### src/rtl/swm_pkg.sv
// Shared types and constants for the sliding window median core.
// No dependencies; every other file imports this package.
package swm_pkg;

  localparam int SAMPLE_W = 8;
  localparam int HALF_W   = 9;
  localparam int HALF_MAX = 511;      // largest half window the register can hold

  // Cell key: 0 is the low pad, 1..256 a sample plus one, 257 the high pad.
  localparam int KEY_W = 9;
  typedef logic [KEY_W-1:0] key_t;
  localparam key_t KEY_NEG = 9'd0;
  localparam key_t KEY_POS = 9'd257;

  // Broadcast to every cell of the chain.
  typedef struct packed {
    logic clear;     // reload pads
    logic load;      // take one word
    logic dir_left;  // shift towards cell 0 (new sample above the one leaving)
    key_t s_key;     // key of the new sample
    key_t o_key;     // key of the sample leaving, high pad while filling
  } swm_ctrl_t;

endpackage

### src/rtl/swm_cell.sv
// One cell of the sorted chain: holds one key, swaps with a neighbour.
// Depends on swm_pkg for key_t and swm_ctrl_t.
module swm_cell
  import swm_pkg::*;
(
  input  logic      clk,
  input  swm_ctrl_t ctrl,
  input  logic      lo_pad,     // reload as low pad on clear
  input  key_t      left_key,
  input  logic      left_hit,
  input  key_t      right_key,
  input  logic      right_hit,
  output key_t      key,
  output logic      hit,        // inside the span that moves this word
  output key_t      key_next
);

  always_comb begin
    if (ctrl.dir_left) begin
      hit = (key >= ctrl.o_key) && (key <= ctrl.s_key);
    end else begin
      hit = (key >= ctrl.s_key) && (key <= ctrl.o_key);
    end
  end

  always_comb begin
    if (!hit) begin
      key_next = key;
    end else if (ctrl.dir_left) begin
      key_next = right_hit ? right_key : ctrl.s_key;
    end else begin
      key_next = left_hit ? left_key : ctrl.s_key;
    end
  end

  always_ff @(posedge clk) begin
    if (ctrl.clear) begin
      key <= lo_pad ? KEY_NEG : KEY_POS;
    end else if (ctrl.load) begin
      key <= key_next;
    end
  end

endmodule

### config.mk
export PLATFORM = sky130hd
export DESIGN_NAME = swm_cell
export DESIGN_NICKNAME = d
export VERILOG_FILES = /design/src/rtl/swm_pkg.sv /design/src/rtl/swm_cell.sv
export SDC_FILE = /design/constraint.sdc
export NUM_CORES = 1
export LEC_CHECK = 0
export ABC_CLOCK_PERIOD_IN_PS = 2600
export CORE_ASPECT_RATIO = 0.8
export CORE_MARGIN = 2
export CORE_UTILIZATION = 50
export CTS_BUF_LIST = sky130_fd_sc_hd__clkbuf_8
export CTS_CLUSTER_DIAMETER = 100
export DETAILED_ROUTE_END_ITERATION = 10
export DONT_BUFFER_PORTS = 1
export PLACE_DENSITY_LB_ADDON = 0.05
export SKIP_CTS_REPAIR_TIMING = 1
export SYNTH_ARGS = -nofsm -noshare
export SYNTH_HDL_FRONTEND = slang
export SYNTH_SLANG_ARGS = --single-unit
### constraint.sdc
create_clock -name clk -period 2.6 [get_ports clk]
set_input_delay 0.13 -clock clk [delete_from_list [all_inputs] [get_ports clk]]
set_output_delay 0.13 -clock clk [all_outputs]
set_load 0.03 [all_outputs]
# After elaboration in Yosys (flattened, before gate mapping)
# Cells that the tools add are included.
# classes
bitwise	0
n_reduce_logical	3
mul	0
addsub	0
n_eq_ne	0
div_mod_pow	0
n_shift	0
mux	8
magnitude_cmp	4
# op_table
operator	n
9-bit 2-to-1 mux	7
9-bit >= comparator	2
9-bit less-or-equal comparator	2
1-bit logical AND	2
2-bit nonzero test	1
1-bit 2-to-1 mux	1
# totals
inputBits	43
mem_bits_ro	0
latchBits	0
wordCells	16
mem_count	0
out_inout_bits	19
regBits	9
ramBits	0

# Logic depth before layout (Yosys ltp)
# logic_depth
depth_word	6
depth_mapped	8
mapped_depth_nobuf	8

# Worst setup path before layout
# No wires, ideal clock.
# synth_timing
kind	reg2out
startpoint	register key[6]
endpoint	output port key_next[0]
path_stages_with_launch	8
required_ps	2470
arrival_time_ps	2874
path_slack_ps	-404
path_buffers	0
path_cell_list	edfxtp_1 ha_1 a211oi_1 nor2_1 a2111oi_4 mux2i_2 nand2_2 o21ai_0
# synth_between
elab_chain_len	4
word_cells_on_any_way	8
cone_classes	4 x order compare; 2 x mux; 2 x reduce/logical
# synth_rtl
element	line_no	text
start: declaration	swm_cell.sv:13	output key_t key,
start signal: assignment	swm_cell.sv:38	key <= lo_pad ? KEY_NEG : KEY_POS;
start signal: assignment	swm_cell.sv:40	key <= key_next;
9-bit >= comparator (tied with other cells)	swm_cell.sv:22	hit = (key >= ctrl.s_key) && (key <= ctrl.o_key);
1-bit logical AND (on tied branches)	swm_cell.sv:22, swm_cell.sv:20	
1-bit 2-to-1 mux *	swm_cell.sv:19	if (ctrl.dir_left) begin
9-bit 2-to-1 mux *	swm_cell.sv:27	if (!hit) begin
end: declaration	swm_cell.sv:15	output key_t key_next
# Every way passes the cells marked *; elsewhere a longest branch is shown, timed or not.

# Worst setup path in the final report
# layout_timing
startpoint	register key[7]
endpoint	output port key_next[4]
# The elaborated chain is that of the path after synthesis.

==> impl_metrics.json <==
{
  "grt-ovfl-total": 0,
  "yosys.area.top_type_share_pct": 21.7,
  "yosysTopAreaCell": "edfxtp_1",
  "synth_warnings": 0,
  "grt_max_degree": 17,
  "vdd_ir_drop_max_mv": 0.466,
  "via_per_inst": 6.38,
  "drt-pass1-iter-count": 4,
  "cts_num_sinks": 9,
  "htreeDepth": 1,
  "async_flop_share_pct": 0,
  "fin_tns_setup_ps": -2020,
  "coreArea_um2": 2400,
  "io_buffers": 0,
  "syn_inst": 153,
  "rrSetupSlack_ps": -130,
  "top_regs": "key: 9 flops",
  "rows": 16,
  "fin_hold_ws_ps": 70.9,
  "violations": "setup timing",
  "fin_ws_ps": -198,
  "syn_area_um2": 1240,
  "fin_crit_ps": 2800,
  "rr_startpoint": "key[7]",
  "wirelength_um": 4550,
  "cts_root_buf": "clkbuf_8",
  "die_y_um": 48.6,
  "dp_hpwl_um": 3020,
  "synth.avg_cell_area_um2": 8.14,
  "seqPwrFrac_pct": 19.9,
  "crit_buf_inv": 1,
  "grt_pass1_vias": 1313,
  "yosysSeqAreaShare_pct": 21.7,
  "post-route-drc-count": 0,
  "status": "finished with violations",
  "synthTopCellsByArea": "edfxtp_1 (22%), ha_1 (18%), nand2_1 (6.9%)",
  "largest_register": "key",
  "power.leakage_nw": 0.899,
  "fillers": 133,
  "worst_pin_slew_ps": 747,
  "cp_max_fo": 10,
  "clkPwrFrac_pct": 16.5,
  "switchingPower_mw": 0.458,
  "dieArea_um2": 2910,
  "post_drt_wl_per_cell_um": 20.2,
  "dp_cells": 200,
  "cts_tree": "done",
  "start_util_pct": 51.8,
  "track_usage_pct": 26.3,
  "path_class": "flip-flop to output port",
  "insertion_delay_ps": 240,
  "hold_end": "key[2]",
  "slowest_delay_ps": 520,
  "clk_pin_slew_ps": 50,
  "finalWeightedCongestion": 0.918,
  "cp_slowest_cell": "mux2_2",
  "synth_cell_types": 33,
  "p_int_mw": 0.588,
  "min_from": "ctrl[20]",
  "cp-start-kind": "flip-flop",
  "largest_reg_flops": 9,
  "area_delta_synth_final_pct": 62.3,
  "power.density_nw_per_um2": 518,
  "cp_data_arrival_time_ps": 2670,
  "reg2reg_to": "key[8]",
  "skew_ps": 1.87,
  "relSlewSlack_pct": 49.7,
  "final_nets": 260,
  "setup_violations": 13,
  "synth_fp_nets": 214,
  "drt_iter0_drc": 80,
  "grt_first_pass_wirelength_um": 5870,
  "timing.final.max_slew_violations": 0,
  "fin_area_um2": 2020,
  "holdPathStages": 1,
  "finalCritPeriodShare_pct": 108,
  "antenna_found_initial": 0,
  "synth_edf_count": 9,
  "endpoint_kind": "output port",
  "ys_ff_latch": 9,
  "crit_required_ps": 2470,
  "grt_setup_unrepaired": "yes",
  "cap_violations": 0,
  "hold_class": "primary input to flip-flop",
  "cp_cell_sequence": "ha_4 > and4_4 > and3b_2 > a2111oi_4 > mux2_2 > o21ai_4 > nand2_2 > buf_12",
  "combPwrFrac_pct": 63.6,
  "die_x_um": 59.8,
  "numCtsBuffers": 3,
  "final_util_pct": 84.1,
  "drtAntennaViolNets": 0,
  "crit_family": "simple AND/OR/NAND/NOR gates",
  "clockBufferDepth": 2,
  "hold_viol_final": 0,
  "synthFlopType": "edfxtp_1",
  "n_antenna_cell": 0,
  "max_freq_ghz": 0.357,
  "layoutNonFillerInstCount": 225,
  "worstRegToRegCells": 9,
  "netSwitchingFraction_pct": 43.8,
  "drive_gt1_share_pct": 51.0,
  "route.vias.total": 1436,
  "place_area_um2": 1510,
  "ios": 62
}
## layout make-up
cell class,count,area (µm²),share of cell area [%]
timing repair buffer,42,365,18.1
sequential,9,270,13.4
clock inverter,1,5.00,0.248
multi-input combinational,122,1230,60.7
inverter,21,78.8,3.90
clock buffer,3,41.3,2.04
tap,27,33.8,1.67
## power by group through the flow
stage / Clock, mW / Combinational, mW / Sequential, mW
2_1_floorplan: 0 / 0.293 / 0.237
3_3_place_gp: 0 / 0.454 / 0.205
3_5_place_dp: 0 / 0.464 / 0.207
4_1_cts: 0.176 / 0.469 / 0.204
5_1_grt: 0.179 / 0.706 / 0.210
6_report: 0.173 / 0.665 / 0.208
## cell usage after synthesis, types with 3 or more instances
| library cell | n |
|---|---|
| nand2_1 | 23 |
| inv_1 | 21 |
| ha_1 | 18 |
| o21ai_0 | 15 |
| a21oi_1 | 13 |
| edfxtp_1 | 9 |
| nand3_1 | 9 |
| a32oi_1 | 6 |
| nor2_1 | 4 |
| clkbuf_1 | 3 |
| mux2_2 | 3 |
## placed cells by master, fill, tap and decap left out, drive strengths merged, types with 2 or more instances in the layout
cell type,count
buf,42
nand2,24
inv,21
ha,18
o21ai,17
a21oi,13
edfxtp,9
nand3,9
a32oi,6
mux2i,5
nor2,4
mux2,4
clkbuf,3
nand4,2
a2111oi,2
a31oi,2
nor2b,2
nor3,2
a211oi,2
and4,2
o311ai,2
## per-layer routing
layer / track usage [%] / up-vias / wire, µm
met2: 45.3 / 85 / 2270
li1: - / 663 / -
met5: 0 / - / 0
met4: 4.44 / 0 / 87
met1: 34.2 / 675 / 1760
met3: 4.81 / 13 / 425
## worst max path at each step
stage                     startpoint           to  slack (ps)  cells past startpoint
after floorplan               key[6]       key[8]         -20                      7
after global placement        key[6]  key_next[4]          10                      9
after detailed placement      key[4]       key[0]         -60                      7
after CTS                     key[4]  key_next[4]        -320                      8
after global routing          key[7]  key_next[4]        -290                      9
final                         key[7]  key_next[4]        -200                      8
## logic make-up (layout without fill, tap and decap cells)
logic type / after synthesis / in the layout / share of synthesized area [%]
mux: 6 / 9 / 5.73
buf+inv: 25 / 67 / 7.54
flops: 9 / 9 / 21.7
fa+ha+maj: 18 / 18 / 18.1
simple gates: 49 / 49 / 19.5
compound gates: 46 / 46 / 27.4
## metrics by stage
step	setup slack, ps	total power [mW]
2_1_floorplan	-16.9	0.530
3_3_place_gp	11.6	0.659
3_5_place_dp	-60.2	0.671
4_1_cts	-321	0.848
5_1_grt	-294	1.09
6_report	-198	1.05
(Power assumes the default switching activity.)
